<file path="src/orbc_ram.sv">
// orbc_ram: generic single-write, single-read RAM with registered read data.
// No dependencies.
module orbc_ram #(
  parameter int WIDTH = 8,
  parameter int DEPTH = 256
) (
  input  logic                     clk,
  input  logic                     we,
  input  logic [$clog2(DEPTH)-1:0] waddr,
  input  logic [WIDTH-1:0]         wdata,
  input  logic [$clog2(DEPTH)-1:0] raddr,
  output logic [WIDTH-1:0]         rdata
);

  logic [WIDTH-1:0] mem [DEPTH];

  always_ff @(posedge clk) begin
    if (we) begin
      mem[waddr] <= wdata;
    end
    rdata <= mem[raddr];
  end

endmodule

</file>
<file path="config.mk">
export PLATFORM = sky130hd
export DESIGN_NAME = orbc_ram
export DESIGN_NICKNAME = d
export VERILOG_FILES = /design/src/orbc_ram.sv
export SDC_FILE = /design/constraint.sdc
export NUM_CORES = 2
export LEC_CHECK = 0
export BUFFER_PORTS_ARGS = -buffer_cell sky130_fd_sc_hd__buf_2
export CAP_MARGIN = 20
export CORE_MARGIN = 1
export CORE_UTILIZATION = 35
export DETAILED_ROUTE_END_ITERATION = 7
export PLACE_DENSITY = 0.55
export SETUP_SLACK_MARGIN = 0.4
export SYNTH_ARGS = -nofsm -noshare
export SYNTH_HDL_FRONTEND = slang
export SYNTH_SLANG_ARGS = --single-unit
</file>
<file path="constraint.sdc">
create_clock -name clk -period 3.4 [get_ports clk]
set_clock_uncertainty 0.15 [all_clocks]
set_input_delay 0.68 -clock clk [delete_from_list [all_inputs] [get_ports clk]]
set_output_delay 0.68 -clock clk [all_outputs]
set_load 0.05 [all_outputs]
</file>
**Word level (Yosys, flattened, before mapping)**

Memory sizes are Yosys's and may differ from the RTL's. A register that Yosys moved wholly into a read port is not among the register bits.
Index checks and enable logic that the tools add are counted.

- Muxes and demuxes: 2

Operators by type and width:

| cell | number |
|---|---|
| two-way mux 1 bit | 2 |

- Input port bits: 26
- Word-level logic and storage cells: 3
- RAM bits: 2048
- Flip-flop bits (word level): 0
- Output and inout bits: 8
- Memories: 1

Memory list:

| name | words | bits a word | read ports | clocked after memory_dff | wr ports | RTL line | text |
|---|---|---|---|---|---|---|---|
| mem | 256 | 8 | 1 | 1 | 1 | 15 | `logic [WIDTH-1:0] mem [DEPTH];` |

**Logic depth before layout (Yosys ltp)**

- Depth in word-level cells: 2
- Mapped depth: 11
- Depth with buffers taken out: 6

**Worst setup path before layout**

No wires, ideal clock.

- Kind: input -> register
- Start point: input port raddr[0]
- End point: register rdata[2], read port of mem
- Path buffers: 4
- Cell stages on the path: 9
- Data required time: 3.119 ns
- Slack: 0.632 ns
- Library setup time: 0.131 ns
- Data arrival time: 2.487 ns
- Path through: buf_6 -> buf_12 -> buf_8 -> buf_2 -> mux4_2 -> a22oi_1 -> a21oi_1 -> nor4_1 -> nor4_2

RTL lines:

| what | RTL line | text |
|---|---|---|
| from (decl) | 11 | `input logic [$clog2(DEPTH)-1:0] raddr,` |
| to (decl) | 12 | `output logic [WIDTH-1:0] rdata` |

==> impl_metrics.yaml <==
status:
  status: "complete, no violations"
drt:
  vias: 40377
  dr.pass1.iters: 7
  wl_per_cell_um: 28.1
  totalWireLength_um: 212000
  via_per_inst: 5.35
  drc: 0
  ant_nets: 0
  drt-initial-drc-count: 4365
die:
  die_h_um: 479
  num_rows: 174
  core-area_um2: 225000
  die_area_um2: 229000
  num_io_pins: 34
  start_util_pct: 35.3
  die_width_um: 479
synth:
  yosys_warnings: 0
  yosys-top-cells-area: "edfxtp_1, mux4_2, mux2i_1, nor2_1, a22oi_1"
  yosysTopAreaCell: "edfxtp_1"
  synth_edf_count: 2048
  syn-cell-area_um2: 79600
  syn_inst: 3733
  netlist.area_leader.share_pct: 77.3
  synth.most_common_cell: "edfxtp_1"
  ys_seq_elements: 2056
  synth.distinct_cells: 55
  syn_area_per_cell_um2: 21.3
  yosysSeqAreaShare_pct: 77.5
  async_flop_share_pct: 0
  synth-main-ff-cell: "edfxtp_1"
  synthTopCellsByCount: "edfxtp_1, mux4_2, nor2_1"
  syn-num-nets: 3759
worst_setup_path:
  crit_type: "in -> reg"
  end_kind: "flop"
  worstPathArrival_ns: 3.53
  cp_slowest_cell: "nor4_2"
  crit_path_max_fanout: 22
  cpPeakStageDelay_ns: 0.56
  crit_chain: "buf_8 -> buf_12 -> buf_4 -> buf_12 -> mux4_2 -> a22oi_1 -> a21oi_1 -> nor4_2 -> buf_4 -> nor4_2"
  worst_setup_path_start_kind: "primary input"
  required_ns: 3.95
clock_tree:
  insertion_delay_ns: 0.87
  cts_tree: "done"
  clockBufferDepth: 3
  clock_sinks: 2056
  ctsHtreeMaxLevel: 4
  clkSlewWorstSetupHoldPaths_ns: 0.06
  cts_setup_buffers: 0
  cts-root-buf: "clkbuf_16"
  cts-hold-fix-buffers: 0
  cts_buffers: 203
placement:
  gp_congestion: 0.831
  placed_cell_area_um2: 87800
  port_buffers: 33
  preCtsSetupSlack_ns: -0.901
  hpwl_um: 137000
sta:
  period_share_pct: 87.6
  finalHoldViolCount: 0
  fmax_ghz: 0.336
  slew_headroom_pct: 22.4
  fin_ws_ns: 0.420
  period_needed_ns: 2.98
  fin_setup_tns_ns: 0
  setup_viol: 0
  tightestPinTransition_ns: 1.16
  whs_ns: 0.0893
  drv_slew: 0
  rsz0062_at_grt: "no"
cells_and_area:
  layout-drive-gt1-share_pct: 31.4
  fillers: 19641
  multi_input_area_um2: 16500
  syn_to_final_growth_pct: 18.7
  final_area_um2: 94400
  seq_area_um2: 61700
  nNetsFinal: 4401
flow_run:
  cap_violations: 0
power_and_ir_drop:
  switchingPower_mw: 11.5
  clockPowerShare_pct: 41.6
  p_leak_nw: 30.1
  p_int_mw: 41.5
  p_sw_share_pct: 21.7
  seqPwrFrac_pct: 52.8
  combPwrFrac_pct: 5.6
  irDropWorstVdd_mv: 0.540
  finalPower_mw: 53.0
  p_per_area_nw_per_um2: 562
worst_hold_path:
  hold_path_class: "in -> reg"
global_routing:
  grt_max_degree: 116
  antenna_found_initial: 17
  grt_pass1_vias: 41193
  grt_usage_pct: 18.5
  gr-total-overflow: 0
  grt_pass1_wl_um: 304000
==> final timing paths <==
path | end | cells after the start | from | slack (ns)
worst max-delay path | rdata[7] | 10 | raddr[0] | 0.42
worst min-delay path | mem[84][4] | 1 | wdata[4] | 0.09
worst max register to register | rdata[0] | 6 | mem[143][0] | 0.44
worst min register to register | rdata[5] | 7 | mem[33][5] | 1.00
==> per-stage QoR <==
stage	instances	utilization (%)
after floorplan	3733	-
after global placement	7162	39.0
after detailed placement	7162	39.0
after CTS	7542	41.9
after global routing	7544	41.9
final	7551	41.9
==> sequential cells by signal, summed over array words and instances, names as in the netlist <==
signal / count
rdata: 8
mem: 2048
==> final cells by class <==
type | instances | area share [%]
diodes | 9 | 0.0239
clock buffers | 255 | 5.63
clock inverters | 125 | 1.27
inverters | 2 | 0.00795
multi-input cells | 1442 | 17.5
flip-flops and latches | 2056 | 65.3
well taps | 2992 | 3.97
repair buffers | 670 | 6.25
==> power by group through the flow <==
stage	sequential, mW	combinational (mW)	clock [mW]
2_1_floorplan	28.6	1.36	0
3_3_place_gp	28.5	2.99	0
3_5_place_dp	28.5	3.01	0
4_1_cts	28.0	3.02	22.4
5_1_grt	28.0	3.15	23.4
6_report	28.0	2.98	22.1
==> critical path: cells and delay by family <==
kind,cells,cell delay [ns]
compound gates,2,0.57
buf+inv,5,1.06
mux,1,0.52
simple gates,2,0.62
==> layer usage <==
| metal | vias up | wire length [um] | global-route usage, % | part of all wire, % |
|---|---|---|---|---|
| met3 | 285 | 13600 | 2.83 | 6.4 |
| met2 | 1503 | 103000 | 30.3 | 49 |
| met4 | 2 | 5360 | 4.68 | 2.5 |
| met5 | - | 11 | 0 | 0.0052 |
| li1 | 17030 | - | - | - |
| met1 | 21557 | 89800 | 25.8 | 42 |
==> kinds of logic after synthesis <==
kind of cell,synth area share [%]
DFF,77.5
and+or+nand+nor,2.63
buffers and inverters,1.83
AOI/OAI and AO/OA,3.42
muxes,14.6
==> timing repair <==
item / CTS / global route
resized for setup: 3 / 3
setup endpoints to repair: 1 / 3
pin swaps: 0 / 0
==> placed cells by master, fill, tap and decap left out, types with 5 or more instances in the layout <==
cell type	count
nor4_2	7
o221ai_1	46
mux4_2	454
buf_4	571
diode_2	9
a21oi_1	96
bufinv_16	17
a22oi_1	133
buf_2	21
nor2b_1	28
edfxtp_1	2048
clkbuf_16	205
nor4_1	20
o22a_1	5
nand4_1	10
a22o_1	8
buf_8	10
o21ai_0	10
and2_1	5
a211oi_1	16
clkbuf_1	50
nand2_1	33
buf_12	68
inv_6	7
dfxtp_1	8
nor2_1	279
o22ai_1	28
nor3_1	19
clkinv_16	6
o211ai_1	10
clkinv_1	56
nand3_1	31
mux2i_1	134
a221oi_1	13
clkinv_2	34
nand2b_1	8
No activity file was read; power rests on OpenSTA's default activity.
