File: src/orbc_pkg.sv
// orbc_pkg: types and constants shared by the one-rotor byte cipher.
// No dependencies; every other file but orbc_ram takes names from here by scope.
package orbc_pkg;

  localparam int ROTOR_SIZE = 256;
  localparam int IDX_W      = 8;
  localparam int KEY_LENGTH = 13;
  localparam int CFG_IDX_W  = 2;
  localparam int CFG_DATA_W = 64;
  localparam int KEY_TAIL_W = 40;

  localparam logic [31:0] SEED_START  = 32'd123;
  localparam logic [15:0] GEN_MODULUS = 16'd65521;
  localparam logic [7:0]  IDX_MASK    = 8'hff;

  // register indexes on the configuration port
  localparam logic [CFG_IDX_W-1:0] REG_KEY_HEAD    = 2'd0;
  localparam logic [CFG_IDX_W-1:0] REG_KEY_TAIL    = 2'd1;
  localparam logic [CFG_IDX_W-1:0] REG_SECURE_MODE = 2'd2;

  localparam logic CMD_CIPHER = 1'b0;
  localparam logic CMD_REKEY  = 1'b1;

  typedef enum logic [4:0] {
    ST_CLR, ST_IDLE, ST_CB, ST_CC, ST_CR, ST_CI, ST_CO, ST_CW,
    ST_KS, ST_INIT, ST_LSEED, ST_LMODS, ST_LMODW, ST_LDIVW,
    ST_SW0, ST_SW1, ST_SW2, ST_SW3, ST_RK, ST_DIV2W, ST_PRD, ST_PCK,
    ST_PW0, ST_PW1, ST_LNEXT, ST_INV
  } state_t;

  typedef struct packed {
    logic        start;
    logic [31:0] seed;
  } mod_req_t;

  typedef struct packed {
    logic        done;
    logic [15:0] rem;
  } mod_rsp_t;

  typedef struct packed {
    logic       start;
    logic [7:0] num;
    logic [8:0] den;
  } div_req_t;

  typedef struct packed {
    logic       done;
    logic [7:0] rem;
  } div_rsp_t;

endpackage

File: src/orbc_rem.sv
// orbc_rem: restoring remainder of an 8-bit value by a divisor of 1 to 256.
// One quotient bit a cycle; depends on orbc_pkg.
module orbc_rem (
  input  logic               clk,
  input  logic               rst,
  input  orbc_pkg::div_req_t req,
  output orbc_pkg::div_rsp_t rsp
);

  logic       busy;
  logic       done;
  logic [2:0] step;
  logic [7:0] num;
  logic [8:0] den;
  logic [8:0] rem;
  logic [8:0] trial;

  assign trial    = {rem[7:0], num[7]};
  assign rsp.done = done;
  assign rsp.rem  = rem[7:0];

  always_ff @(posedge clk) begin
    if (rst) begin
      busy <= 1'b0;
      done <= 1'b0;
      step <= 3'd0;
    end else begin
      done <= 1'b0;
      if (req.start) begin
        busy <= 1'b1;
        step <= 3'd0;
      end else if (busy) begin
        step <= step + 3'd1;
        if (step == 3'd7) begin
          busy <= 1'b0;
          done <= 1'b1;
        end
      end
    end
    if (req.start) begin
      num <= req.num;
      den <= req.den;
      rem <= 9'd0;
    end else if (busy) begin
      num <= {num[6:0], 1'b0};
      rem <= (trial >= den) ? trial - den : trial;
    end
  end

endmodule

File: config.mk
export PLATFORM = sky130hd
export DESIGN_NAME = orbc_rem
export DESIGN_NICKNAME = d
export VERILOG_FILES = /design/src/orbc_pkg.sv /design/src/orbc_rem.sv
export SDC_FILE = /design/constraint.sdc
export NUM_CORES = 1
export LEC_CHECK = 0
export ABC_AREA = 1
export BUFFER_PORTS_ARGS = -buffer_cell sky130_fd_sc_hd__buf_4
export CAP_MARGIN = 40
export CORE_MARGIN = 5
export CORE_UTILIZATION = 50
export CTS_CLUSTER_SIZE = 40
export DETAILED_ROUTE_END_ITERATION = 6
export PLACE_DENSITY_LB_ADDON = 0.25
export RECOVER_POWER = 100
export SLEW_MARGIN = 20
export SYNTH_ARGS = -nofsm -noshare
export SYNTH_HDL_FRONTEND = slang
export SYNTH_SLANG_ARGS = --single-unit
File: constraint.sdc
create_clock -name clk -period 1.5 [get_ports clk]
set_input_delay 0.075 -clock clk [delete_from_list [all_inputs] [get_ports clk]]
set_output_delay 0.075 -clock clk [all_outputs]
set_load 0.01 [all_outputs]
# == Yosys cells after proc, flatten, opt, wreduce, memory -nomap -nowiden ==
# Cells that the tools add are included.
# op_classes
n_addsub,2
magnitude_cmp,1
n_eq_ne,1
muxes,7
n_bitwise,1
n_reduce_logical,3
# op_table
op,n
$mux W8,3
$ge A9 B9 Y1,1
$sub A8 B8 Y8,1
$mux W1,4
$add A3 B1 Y3 const B,1
$eq A3 B3 Y1 const B,1
$reduce_or A3 Y1,1
$reduce_bool A2 Y1,1
$reduce_or A2 Y1,1
$not A1 Y1,1
# totals
ff_bits,30
input_bits,20
output_inout_bits,9

# == Depth between registers and ports, before layout ==
# depth
word_depth,4
ltp_mapped,12
ltp_nobuf,12

# == Worst setup path before layout ==
# No wires, ideal clock.
# synth_timing
kind,flip-flop to flip-flop
start,register num[7]
end,register rem[4]
setup_time_ns,0.113
t_arrival_ns,1.383
t_required_ns,1.387
slack_ns,0.004
path_stages_with_launch,10
period_less_slack_ns,1.496
cell_sequence,edfxtp_1 inv_1 ha_1 fa_1 nor2_1 nor2_1 xor2_1 nand2_1 nand3_1 nand2_1
# synth_between
elab_chain_len,2
elab_cells_between_ends,3
classes_between,add/sub (1); order compare (1); mux (1)
# synth_rtl
item,line_no,text
start: declaration,orbc_rem.sv:13,logic [7:0] num;
start signal: assignment,orbc_rem.sv:41,num <= req.num;
start signal: assignment,orbc_rem.sv:45,"num <= {num[6:0], 1'b0};"
$sub A8 B8 Y8 or $ge A9 B9 Y1 (tied branches),orbc_rem.sv:46,rem <= (trial >= den) ? trial - den : trial;
$mux W8 (*),orbc_rem.sv:46,
end signal: assignment,orbc_rem.sv:46,
end: declaration,orbc_rem.sv:15,logic [8:0] rem;
# Every way passes the cells marked *; elsewhere a longest branch is shown, timed or not.
# A chain may end at the register's enable or synchronous reset.

# == Final worst setup path ==
# layout_timing
start,register den[1]
end,register rem[6]
# layout_between
elab_chain_len,2
elab_cells_between_ends,3
classes_between,add/sub (1); order compare (1); mux (1)
# layout_rtl
item,line_no,text
start: declaration,orbc_rem.sv:14,logic [8:0] den;
start signal: assignment,orbc_rem.sv:42,den <= req.den;
$sub A8 B8 Y8 or $ge A9 B9 Y1 (tied branches),orbc_rem.sv:46,
$mux W8 (*),orbc_rem.sv:46,
# Marked as above.

==> results.yml <==
timing:
  hold_viol: 0
  worst_pin_slew_ns: 1.03
  slew_viol_final: 0
  setup_viol: 8
  rsz0062_at_grt: "yes"
  finalClockSkew_ns: 0.0146
  period_needed_ns: 1.65
  hold_slack_ns: 0.0131
  slew_headroom_pct: 31.2
  tns_ns: -0.809
  fmax_ghz: 0.606
  layout_setup_ws_ns: -0.151
  min_period_over_period_pct: 110
route:
  dr.pass1.iters: 4
  vias: 1591
  drc: 0
  ant_nets: 0
  drt-wirelength-per-cell_um: 14.0
  wl_mm: 4.49
  drtIter0Drc: 125
  avgViaCountPerCell: 4.97
placement:
  portBuffers: 28
  dpl.cell_count: 294
  dp_slack_ns: -0.129
  hpwl_mm: 2.69
  gp_congestion: 0.821
synth:
  synth_seq_cells: 30
  synthTopCellsByCount: "nand2_1 (77), inv_1 (28), edfxtp_1 (17)"
  synth.distinct_cells: 23
  synth_top_area_share_pct: 31.0
  syn_area_per_cell_um2: 8.24
  yosys.area.top_type: "edfxtp_1"
  syn-instance-count: 200
  synth-main-ff-cell: "edfxtp_1"
  yosys_warnings: 0
  seq_area_frac_synth_pct: 46.8
  netlist_top_cells_area: "edfxtp_1 (31%), nand2_1 (18%), dfxtp_1 (16%)"
  synth.net_count: 232
  synth.most_common_cell: "nand2_1"
  synth_edf_count: 17
  syn-cell-area_um2: 1650
  async_flop_share_pct: 0
floorplanning:
  die_area_um2: 4540
  rows: 20
  die_h_um: 67.4
  ios: 29
  die_x_um: 67.4
  core_area_um2: 3100
  start_util_pct: 53.1
power_and_ir_drop:
  pwr-share-seq_pct: 51.5
  swShare_pct: 28.2
  p_sw_uw: 519
  p_per_area_nw_per_um2: 729
  intPower_mw: 1.32
  pwr-share-comb_pct: 23.5
  clock_power_share_pct: 25.0
  vdd_drop_max_mv: 0.606
  power_leakage_nw: 1.20
worst_setup_path:
  crit_required_ns: 1.72
  worstReg2RegStart: "den[1]"
  critPathLaunch: "den[1]"
  critical_path_class: "flip-flop to flip-flop"
  reg2reg_depth: 10
  start_kind: "flip-flop"
  reg2reg_to: "rem[6]"
  cp.arrival_ns: 1.87
  rrSetupSlack_ns: -0.15
  crit_fanout: 3
  critPathCaptureType: "flip-flop"
final_layout:
  drive_above_1_share_pct: 39.1
  final_net_count: 307
  stdcell_count: 320
  insertedDiodeCount: 0
  area_delta_synth_final_pct: 53.4
  seq_area_um2: 771
  multi_input_area_um2: 976
  fillers: 201
global_routing:
  grt_overflow: 0
  grtUsageTotal_pct: 19.6
  grt_pass1_vias: 1506
  grt_max_degree: 22
  grt_pass1_wl_mm: 6.67
  antenna_found_initial: 0
clock_network:
  cts.sinks: 30
  cts.clk_slew.worst_paths_ns: 0.10
  clockBufferDepth: 2
  cts_made_buffers: 5
  clock_latency_ns: 0.34
  cts_tree: "yes"
  cts_max_level: 2
  cts_root_buffer: "clkbuf_4"
status:
  violations: "negative setup slack"
  status: "finished, violations left"
hold_path:
  whs_path_depth: 3
  hp-start: "req[15]"
  min_to: "num[6]"
  hp-class: "input port to flip-flop"
run:
  drv_cap: 0
==> layout by cell type, fill, tap and decap left out, types with 2 or more instances in the layout <==
master,n
ha_1,2
clkinv_2,2
nand3_1,8
ha_4,8
inv_1,19
nand2_2,13
dfxtp_1,13
a21oi_1,4
xor2_1,3
inv_2,9
nor2_2,3
clkbuf_4,14
nor2_1,6
nand2_1,65
edfxtp_1,17
nand2_8,2
nand3_2,6
buf_4,38
nand3b_1,7
clkbuf_1,3
buf_6,4
nor2_4,3
dlygate4sd3_1,16
==> layer usage <==
metal	part of all wire (%)	up-vias	wire, um	track usage [%]
li1	-	787	-	-
met1	40	729	1810	25.1
met2	53	62	2370	33.0
met3	5.3	13	237	3.99
met4	1.8	0	80	6.33
met5	0	-	0	0
==> metrics by stage <==
stage / util (%) / total power [mW] / instance area (um^2)
3_3_place_gp: 67.1 / 1.26 / 2080
5_1_grt: 81.5 / 1.94 / 2530
6_report: 81.5 / 1.84 / 2530
2_1_floorplan: - / 1.12 / 1650
3_5_place_dp: 67.1 / 1.27 / 2080
4_1_cts: 77.8 / 1.80 / 2410
==> cells by family after synthesis <==
group                    after synthesis  share of synthesized area [%]
AO/OA/AOI/OAI                          6                           1.97
buffers and inverters                 31                           7.36
flip-flops                            30                           46.8
AND/OR/NAND/NOR                      117                           32.2
adder cells (fa/ha/maj)               12                           9.57
XOR/XNOR                               4                           2.13
==> timing repair <==
item | in CTS | in global routing
gates cloned | 1 | 0
hold buffers | 15 | 1
resized for setup | 26 | 25
endpoints found under the hold margin | 16 | 1
pin swaps | 7 | 17
setup buffers | 0 | 1
endpoints found under the setup margin | 8 | 8
==> worst max-delay path by stage <==
stage	to	slack, ns	cells past startpoint
floorplan	rem[4]	0.004	9
global placement	rem[4]	-0.09	9
detailed placement	rem[4]	-0.13	9
CTS	rem[6]	-0.07	11
global route	rem[6]	-0.27	10
finish	rem[6]	-0.15	10
==> critical path, cell delays in order (launching register included) <==
cell      delay [ns]
edfxtp_1        0.42
buf_4           0.16
fa_2            0.39
inv_1           0.07
nand2_1         0.08
nand3_1         0.07
nand2_1         0.06
nand2_1         0.07
nand2_1         0.05
nand3_1         0.09
nand2_1         0.07
==> power groups by stage <==
| stage | logic (mW) | clock network [mW] | registers (mW) |
|---|---|---|---|
| after floorplan | 0.162 | 0 | 0.960 |
| after global placement | 0.301 | 0 | 0.959 |
| after detailed placement | 0.310 | 0 | 0.961 |
| after CTS | 0.386 | 0.468 | 0.946 |
| after global routing | 0.471 | 0.512 | 0.953 |
| final | 0.433 | 0.461 | 0.948 |
==> flip-flops by register name (all words and copies together), names as in the netlist <==
register  count
done          1
rem           8
busy          1
step          3
num           8
den           9
==> layout make-up <==
class	count	area share, %
Clock buffer	6	1.63
Clock inverter	2	0.396
Inverter	29	4.31
Multi-Input combinational cell	140	38.6
Sequential cell	30	30.5
Tap cell	44	2.18
Timing Repair Buffer	69	22.4
Note: power is estimated with default switching activity, not from simulation.
