### config.mk
export PLATFORM = sky130hd
export DESIGN_NAME = orbc_mod
export DESIGN_NICKNAME = d
export VERILOG_FILES = /design/src/orbc_pkg.sv /design/src/orbc_mod.sv
export SDC_FILE = /design/constraint.sdc
export NUM_CORES = 1
export LEC_CHECK = 0
export BUFFER_PORTS_ARGS = -buffer_cell sky130_fd_sc_hd__buf_2
export CORE_MARGIN = 10
export CORE_UTILIZATION = 45
export DETAILED_ROUTE_END_ITERATION = 8
export PLACE_DENSITY_LB_ADDON = 0.2
export SYNTH_ARGS = -nofsm -noshare
export SYNTH_HDL_FRONTEND = slang
export SYNTH_SLANG_ARGS = --single-unit
### constraint.sdc
create_clock -name clk -period 4.1 [get_ports clk]
set_input_delay 0.205 -clock clk [delete_from_list [all_inputs] [get_ports clk]]
set_output_delay 0.205 -clock clk [all_outputs]
set_load 0.1 [all_outputs]
### src/orbc_pkg.sv
// orbc_pkg: types and constants shared by the one-rotor byte cipher.
// No dependencies; every other file but orbc_ram takes names from here by scope.
package orbc_pkg;

  localparam int ROTOR_SIZE = 256;
  localparam int IDX_W      = 8;
  localparam int KEY_LENGTH = 13;
  localparam int CFG_IDX_W  = 2;
  localparam int CFG_DATA_W = 64;
  localparam int KEY_TAIL_W = 40;

  localparam logic [31:0] SEED_START  = 32'd123;
  localparam logic [15:0] GEN_MODULUS = 16'd65521;
  localparam logic [7:0]  IDX_MASK    = 8'hff;

  // register indexes on the configuration port
  localparam logic [CFG_IDX_W-1:0] REG_KEY_HEAD    = 2'd0;
  localparam logic [CFG_IDX_W-1:0] REG_KEY_TAIL    = 2'd1;
  localparam logic [CFG_IDX_W-1:0] REG_SECURE_MODE = 2'd2;

  localparam logic CMD_CIPHER = 1'b0;
  localparam logic CMD_REKEY  = 1'b1;

  typedef enum logic [4:0] {
    ST_CLR, ST_IDLE, ST_CB, ST_CC, ST_CR, ST_CI, ST_CO, ST_CW,
    ST_KS, ST_INIT, ST_LSEED, ST_LMODS, ST_LMODW, ST_LDIVW,
    ST_SW0, ST_SW1, ST_SW2, ST_SW3, ST_RK, ST_DIV2W, ST_PRD, ST_PCK,
    ST_PW0, ST_PW1, ST_LNEXT, ST_INV
  } state_t;

  typedef struct packed {
    logic        start;
    logic [31:0] seed;
  } mod_req_t;

  typedef struct packed {
    logic        done;
    logic [15:0] rem;
  } mod_rsp_t;

  typedef struct packed {
    logic       start;
    logic [7:0] num;
    logic [8:0] den;
  } div_req_t;

  typedef struct packed {
    logic       done;
    logic [7:0] rem;
  } div_rsp_t;

endpackage

### src/orbc_mod.sv
// orbc_mod: iterative signed remainder of a 32-bit seed by 65521.
// Folds 2^16 = 15 (mod 65521) once a cycle; depends on orbc_pkg.
module orbc_mod (
  input  logic               clk,
  input  logic               rst,
  input  orbc_pkg::mod_req_t req,
  output orbc_pkg::mod_rsp_t rsp
);

  logic        busy;
  logic        neg;
  logic [31:0] acc;
  logic [15:0] low;
  logic [15:0] red;

  always_comb begin
    low = acc[15:0];
    red = (low >= orbc_pkg::GEN_MODULUS) ? low - orbc_pkg::GEN_MODULUS : low;
    rsp.done = busy && (acc[31:16] == 16'd0);
    rsp.rem  = neg ? 16'(16'd0 - red) : red;
  end

  always_ff @(posedge clk) begin
    if (rst) begin
      busy <= 1'b0;
    end else if (req.start) begin
      busy <= 1'b1;
    end else if (rsp.done) begin
      busy <= 1'b0;
    end
    if (req.start) begin
      neg <= req.seed[31];
      acc <= req.seed[31] ? 32'd0 - req.seed : req.seed;
    end else if (busy && acc[31:16] != 16'd0) begin
      // fold the high half: hi * 15 + lo
      acc <= ({16'd0, acc[31:16]} << 4) - {16'd0, acc[31:16]} + {16'd0, acc[15:0]};
    end
  end

endmodule

* Yosys cells after proc, flatten, opt, wreduce, memory -nomap -nowiden
Index checks and enable logic that the tools add are counted.
** Cells by class
- Add/subtract/negate cells :: 5
- Magnitude comparators :: 1
- Multiplexer cells :: 7
- Reduce and logical (&&, ||, !) cells :: 6
** Operators by type and width (number)
- 32-bit two-way mux :: 3
- 16-bit two-way mux :: 2
- 1-bit by 32-bit subtractor with 32-bit output (first input constant) :: 1
- 21-bit by 17-bit adder with 22-bit output :: 1
- 20-bit by 16-bit subtractor with 21-bit output :: 1
- 16-bit >= comparator (second input constant) :: 1
- 16-bit logical NOT :: 1
- 16-bit nonzero test :: 1
- 1-bit by 16-bit subtractor with 16-bit output (first input constant) :: 1
- 16-bit subtractor (second input constant) :: 1
- 2-bit nonzero test :: 2
- 1-bit logical AND :: 2
- 1-bit two-way mux :: 2
** Storage, ports and cells
- Bits in registers :: 34
- Bits of input ports :: 35
- Output and inout bits :: 17
- Word-level logic and storage cells :: 22

* Logic depth before layout (Yosys ltp)
Gate-level depths: netlist of run 1.
- Depth in word-level cells :: 4
- Depth in mapped cells :: 17
- Mapped depth without buffers :: 16

* Worst setup path before layout of run 1
OpenSTA, ideal clock, no wires.
- Kind :: register -> output
- From :: reg acc[0]
- To :: out rsp[8] in the netlist's numbering
- Data arrival time :: 5.755 ns
- Required time :: 3.895 ns
- Slack :: -1.860 ns
- Stages on the path, launching flop included :: 13
- Path buffers :: 0
- Path through :: edfxtp_1 inv_1 ha_1 nor3b_2 a2111oi_4 xnor2_1 inv_1 ha_1 inv_1 a2111oi_2 nand3b_1 a21oi_1 nor3_1
** RTL lines
- start: declaration :: line orbc_mod.sv:12 : logic [31:0] acc;
- start signal: assignment :: line orbc_mod.sv:33 : acc <= req.seed[31] ? 32'd0 - req.seed : req.seed;
- start signal: assignment :: line orbc_mod.sv:36 : acc <= ({16'd0, acc[31:16]} << 4) - {16'd0, acc[31:16]} + {16'd0, acc[15:0]};
- end: declaration :: line orbc_mod.sv:7 : output orbc_pkg::mod_rsp_t rsp

* Worst setup path in the final report of run 1
- From :: reg acc[28]
- To :: reg acc[31] (data pin)
** Between the ends
- Longest elaborated chain between the ends :: 4
** RTL lines
- 20-bit by 16-bit subtractor with 21-bit output :: line orbc_mod.sv:36
- 21-bit by 17-bit adder with 22-bit output :: line orbc_mod.sv:36
- 32-bit two-way mux :: line orbc_mod.sv:34 : end else if (busy && acc[31:16] != 16'd0) begin
- 32-bit two-way mux :: line orbc_mod.sv:31 : if (req.start) begin
No other way between the ends. The select of a mux whose other input is x is not followed.
A chain may end at the register's enable or synchronous reset.

==> reports/results.tsv, run 1 <==
metric	value	unit
run status	complete, no violations	
DP Area	5100	um2
synthesized flop and latch total	34	
CTS HTree Levels	2	
Crit Path Class	flop to flop	
Die Width	120	um
design area	5340	um2
clock sinks	34	
post-route insts no fill	753	
Tcrit/Tclk final	0.952	
DRT Pass-1 Iters	6	
hpwl dp	10000	um
maxcap violations	0	
clock slew at reported path FFs	0.07	ns
Global Route Usage Sum	0.168	
Mapped Cells	555	
vias in the first global route	4258	
YS warnings	0	
mapped cell area	4520	um2
I/O Pins	52	
Seq/Total Area, Yosys	0.224	
Max Slew Vio Count	0	
CTS Hold Buffers Added	0	
routability congestion estimate from global placement	0.943	
Synth top area share	0.219	
f_max	0.256	GHz
hold crit path type	input port to flop	
Worst setup EP type	flop	
Main synth FF type	edfxtp_1	
hold_sp	rst	
most instantiated library cell after synthesis	nand2_1	
CTS tree	built	
Worst Path Arrival	3.94	ns
worst hold path endpoint	busy$_SDFFE_PP0P_	
die height	120	um
clk_lat worst skew	0.30	ns
core area	9770	um2
Peak VDD IR	0.567	mV
# nets final	689	
Area Growth Syn to Fin	18.0	%
final worst clock skew	0.00837	ns
r2r setup slk	0.20	ns
top post-synthesis cells by area	edfxtp_1 22%, ha_1 9.4%, xnor2_1 7.9%, xor2_1 4.8%, o21ai_0 4.6%	
post-route ant nets	0	
Least-Margin Pin Slew	1.10	ns
fill cell count	945	
startpoint types	flop	
Slew HR	0.263	
layout cells sized above 1	0.206	
Via density	5.98	
Syn Area/Cell	8.15	um2
floorplan row count	36	
EDFF count, synth	33	
clk root buf	clkbuf_8	
via count	4502	
Initial Util	0.462	
PD cells	889	nW/um2
Die ar.	14500	um2
Async SR Flop Fraction	0	
routed wire length	12600	um
port bufs	51	
Reg-to-Reg End	acc[31]$_DFFE_PP_	
Leakage	2.13	nW
grt ovf	0	
Distinct cells, synth	71	
area leader, netlist	edfxtp_1	
DRT iter0 DRCs	421	
Max FO, Critical Path	8	
Post-synth top cells	50 x nand2_1, 42 x o21ai_0, 41 x xnor2_1	
cell depth of the worst hold path	2	
Final Util	0.546	
R2R depth	15	
CTS Buf Count	5	
post-layout minimum cycle time	3.90	ns
setup violators final	0	
largest net degree at the start of global routing	38	
# diodes	0	
CP Data Required Time	4.14	ns
Post-Syn Nets	625	
first-pass GRT wire length	20400	um
Clock Path Buffers	2	
Crit Reg-Reg Startpoint	acc[28]$_DFFE_PP_	
WL/cell	16.8	um
initial antenna violation count	0	
dpl cells	739	
Final Hold Viols	0	
DRC	0	
==> registers in the layout, summed over array words and instances, names as in the netlist <==
name,flops
busy,1
acc,32
neg,1
==> per-layer routing <==
metal | track usage | vias up | routed length (um)
li1 | - | 2233 | -
met1 | 0.229 | 2101 | 5970
met2 | 0.261 | 153 | 5560
met3 | 0.0261 | 15 | 828
met4 | 0.0649 | 0 | 258
met5 | 0 | - | 0
==> power breakdown <==
part | internal [W] | total (W) | switching [W]
combinational | 0.00141 | 0.00372 | 0.00231
clock | 0.000116 | 0.000245 | 0.000129
sequential | 0.000561 | 0.000776 | 0.000214
total | 0.00208 | 0.00474 | 0.00266
==> through the flow <==
step	hold slack, ns	setup TNS (ns)	power, W	setup WS, ns
after global routing	0.0641	-0.0214	0.00510	-0.0172
final	0.0582	0	0.00474	0.198
after detailed placement	0.364	-0.0109	0.00431	-0.00846
after global placement	0.362	0	0.00426	0.101
after CTS	0.0537	0	0.00458	0.00259
after floorplan	0.277	-0.462	0.00347	-0.372
==> worst max-delay path: stages (launching register included) <==
cell and delay, ns:
edfxtp_1 0.41, inv_1 0.18, ha_1 0.36, a21o_1 0.24, o21bai_1 0.21, a21o_1 0.18
a21o_1 0.17, a21oi_1 0.16, xnor2_1 0.16, ha_1 0.38, nand3_1 0.13, and2_1 0.18
a31o_2 0.25, o41ai_4 0.35, buf_4 0.20, o21ai_0 0.08
==> kinds of logic (layout without fill, tap and decap cells) <==
group / count (synthesis) / count (layout) / synth area share
buffers and inverters: 57 / 121 / 0.0493
muxes: 2 / 2 / 0.00471
DFF: 34 / 34 / 0.224
adders and majority gates: 35 / 35 / 0.0985
AOI/OAI and AO/OA: 197 / 198 / 0.297
and+or+nand+nor: 164 / 164 / 0.199
xor gates and xnor gates: 66 / 66 / 0.128
==> cells in the final DEF (no fill, tap or decap), types with 7 or more instances in the layout <==
master / synthesis / routed
nand2_1: 50 / 50
buf_2: 4 / 47
o21ai_0: 42 / 39
xnor2_1: 41 / 37
inv_1: 36 / 36
a21oi_1: 38 / 34
ha_1: 34 / 33
edfxtp_1: 33 / 33
buf_4: 1 / 25
xor2_1: 25 / 23
nor2_1: 20 / 20
a21o_1: 17 / 17
o31ai_1: 15 / 15
o21ai_1: 12 / 14
nor3_1: 14 / 13
nand3_1: 12 / 12
nor4_1: 8 / 8
o41ai_1: 9 / 8
o21a_1: 8 / 8
or4_1: 7 / 7
and2_1: 7 / 7
==> layout make-up <==
cell class	count	area [um2]	area share
timing repair buffer	77	473	0.0886
multi-input combinational	465	3460	0.649
clock inverter	3	16.3	0.00305
clock buffer	5	68.8	0.0129
sequential	34	1010	0.189
inverter	36	135	0.0253
tap	133	166	0.0312
==> worst max path at each step <==
stage	endpoint	depth (start not counted)	start	slack [ns]
global route	rsp[15]	10	acc[0]$_DFFE_PP_	-0.02
detailed placement	acc[31]$_DFFE_PP_	15	acc[16]$_DFFE_PP_	-0.008
finish	acc[31]$_DFFE_PP_	15	acc[28]$_DFFE_PP_	0.20
CTS	rsp[8]	13	acc[0]$_DFFE_PP_	0.003
floorplan	rsp[8]	12	acc[0]$_DFFE_PP_	-0.37
global placement	acc[31]$_DFFE_PP_	15	acc[16]$_DFFE_PP_	0.10
==> what timing repair did <==
action                                  CTS  global route
gates cloned                              0             2
endpoints found under the setup margin   14            25
setup buffers                             0             4
pin swaps                                 1             9
resized for setup                         1            21
Note: power is estimated with default switching activity, not from simulation.
==> run 2: changes to the inputs <==
--- a/config.mk
+++ b/config.mk
@@ -5,11 +5,11 @@
 export SDC_FILE = /design/constraint.sdc
 export NUM_CORES = 1
 export LEC_CHECK = 0
-export BUFFER_PORTS_ARGS = -buffer_cell sky130_fd_sc_hd__buf_2
+export BUFFER_PORTS_ARGS = -buffer_cell sky130_fd_sc_hd__buf_4
 export CORE_MARGIN = 10
 export CORE_UTILIZATION = 45
 export DETAILED_ROUTE_END_ITERATION = 8
-export PLACE_DENSITY_LB_ADDON = 0.2
+export PLACE_DENSITY = 0.67
 export SYNTH_ARGS = -nofsm -noshare
 export SYNTH_HDL_FRONTEND = slang
 export SYNTH_SLANG_ARGS = --single-unit
==> run 2 against run 1 <==
Critical path depth increased by 2; critical path type unchanged; worst hold slack improved by 0.0057 ns; routed wire length decreased by 0.29%; total power increased by 0.40%; via count increased by 0.20%; critical endpoint unchanged; first-iteration DRC count decreased by 7.6%; global-route usage increased by 0.057 points; setup slack got worse by 0.060 ns.
==> reports/results.tsv, run 2 (synthesis results as in run 1) <==
metric	value	unit	change
routability congestion estimate from global placement	0.972		+3.1%
R2R depth	17		+2
# diodes	0		unchanged
Crit Reg-Reg Startpoint	acc[16]$_DFFE_PP_		
via count	4511		+0.20%
r2r setup slk	0.14	ns	-0.06 ns
cell depth of the worst hold path	2		unchanged
worst hold path endpoint	busy$_SDFFE_PP0P_		
clk root buf	clkbuf_8		
Most flops, register	acc		
Global Route Usage Sum	0.169		+0.000568
biggest regs	acc x32, busy x1, neg x1		
Initial Util	0.462		unchanged
Final Hold Viols	0		unchanged
vias in the first global route	4243		-0.35%
core area	9770	um2	unchanged
initial antenna violation count	0		unchanged
Worst setup EP type	flop		
Slew HR	0.224		-0.0389
Max Slew Vio Count	0		unchanged
CP max stage cell	a2111o_1		
Clock Path Buffers	2		unchanged
Worst Path Arrival	3.99	ns	+0.05 ns
CP Data Required Time	4.13	ns	about the same
I/O Pins	52		unchanged
PD cells	882	nW/um2	-0.74%
crit path cell chain	inv_1, ha_1, nor3b_1, a2111o_1, a31oi_4, o21ai_1, a21oi_1, o21ai_1, xor2_1, ha_1, a21o_1, a21oi_1, and2_1, a31o_2, o41ai_4, buf_4, o21ai_0		
Reg-to-Reg End	acc[31]$_DFFE_PP_		
# nets final	688		-0.15%
Crit Path Class	flop to flop		
Via density	6.00		+0.33%
die height	120	um	unchanged
layout cells sized above 1	0.194		-0.0126
Tcrit/Tclk final	0.966		+0.0146
first-pass GRT wire length	20600	um	+0.98%
CTS HTree Levels	2		unchanged
DRC	0		unchanged
setup violators final	0		unchanged
fill cell count	941		-0.42%
Setup TNS	0	ns	unchanged
WHS	0.0640	ns	+0.00573 ns
grt ovf	0		unchanged
DRT Pass-1 Iters	5		-1
Max FO, Critical Path	6		-2
largest net degree at the start of global routing	38		unchanged
DRT iter0 DRCs	389		-7.6%
Leakage	2.16	nW	+1.1%
FF/Latch Area	1010	um2	unchanged
post-layout minimum cycle time	3.96	ns	+0.0597 ns
f_max	0.252	GHz	-1.5%
startpoint types	flop		
run status	complete, no violations		
CTS tree	built		
post-route ant nets	0		unchanged
Die Width	120	um	unchanged
Peak VDD IR	0.494	mV	-13%
hold crit path type	input port to flop		
floorplan row count	36		unchanged
Largest register FFs	32		unchanged
commonest non-fill, non-tap cells in the layout	75 x buf_4, 50 x nand2_1, 38 x o21ai_0, 37 x xnor2_1, 37 x a21oi_1		
CTS Hold Buffers Added	0		unchanged
clock slew at reported path FFs	0.07	ns	about the same
CP max stage delay	0.44	ns	+0.03 ns
hold_sp	rst		
Area Growth Syn to Fin	19.4	%	
hpwl dp	10100	um	+0.46%
commonest non-fill, non-tap cell in the layout	buf_4		
multi-input combinational cell area	3420	um2	-1.2%
port bufs	51		unchanged
CTS Buf Count	5		unchanged
clock sinks	34		unchanged
WL/cell	16.7	um	-0.15%
overall power	0.00476	W	+0.40%
routed wire length	12600	um	-0.29%
Die ar.	14500	um2	unchanged
clk_lat worst skew	0.29	ns	about the same
final worst clock skew	0.00394	ns	-0.00443 ns
Final Util	0.552		+0.00627
Least-Margin Pin Slew	1.16	ns	+0.0581 ns
maxcap violations	0		unchanged
run 2: what timing repair did:
| item | 4_1_cts | 5_1_grt |
|---|---|---|
| setup buffers | 0 | 3 |
| cloned | 0 | 1 |
| endpoints found under the setup margin | 1 | 19 |
| pin swaps | 0 | 5 |
| endpoints found under the hold margin | 0 | 0 |
| gates resized for setup | 1 | 14 |
run 2: layout make-up:
class                   instances  area share
well taps                     133      0.0308
inverters                      36      0.0250
clock buffers                   8      0.0148
flip-flops and latches         34       0.187
multi-input cells             464       0.635
repair buffers                 77       0.107
run 2: metrics by stage:
| step | cell area (um2) | cells | worst slack, ns |
|---|---|---|---|
| final | 5400 | 752 | 0.138 |
| after global routing | 5400 | 752 | -0.0321 |
| after CTS | 5300 | 748 | 0.0350 |
| after detailed placement | 5220 | 740 | 0.0394 |
| after global placement | 5220 | 740 | 0.108 |
| after floorplan | 4600 | 555 | -0.372 |
run 2: how the worst max path moves through the flow:
stage / start / end / slack [ns] / depth (start not counted)
floorplan: acc[0]$_DFFE_PP_ / rsp[8] / -0.37 / 12
finish: acc[16]$_DFFE_PP_ / acc[31]$_DFFE_PP_ / 0.14 / 17
detailed placement: acc[16]$_DFFE_PP_ / acc[31]$_DFFE_PP_ / 0.04 / 15
global route: acc[20]$_DFFE_PP_ / acc[31]$_DFFE_PP_ / -0.03 / 16
CTS: acc[16]$_DFFE_PP_ / acc[31]$_DFFE_PP_ / 0.03 / 17
global placement: acc[16]$_DFFE_PP_ / acc[31]$_DFFE_PP_ / 0.11 / 15
run 2: per-layer routing:
layer,up-vias,GRT usage,part of all wire
met5,-,0,0
met4,0,0.0520,0.014
met3,13,0.0233,0.050
met2,160,0.266,0.45
met1,2101,0.233,0.48
li1,2237,-,-
run 2: worst max-delay path, delay by kind of cell (launching register included):
family,cells,cell delay (ns)
fa+ha+maj,2,0.55
xor+xnor,1,0.17
compound gates,10,2.01
buf+inv,2,0.26
simple gates,2,0.30
flops,1,0.41
run 2: power breakdown:
group | internal (W) | leakage [nW] | switching [W]
Sequential | 0.000562 | 0.348 | 0.000216
Combinational | 0.00143 | 1.77 | 0.00232
Clock | 0.000121 | 0.0395 | 0.000116
Total | 0.00211 | 2.16 | 0.00265
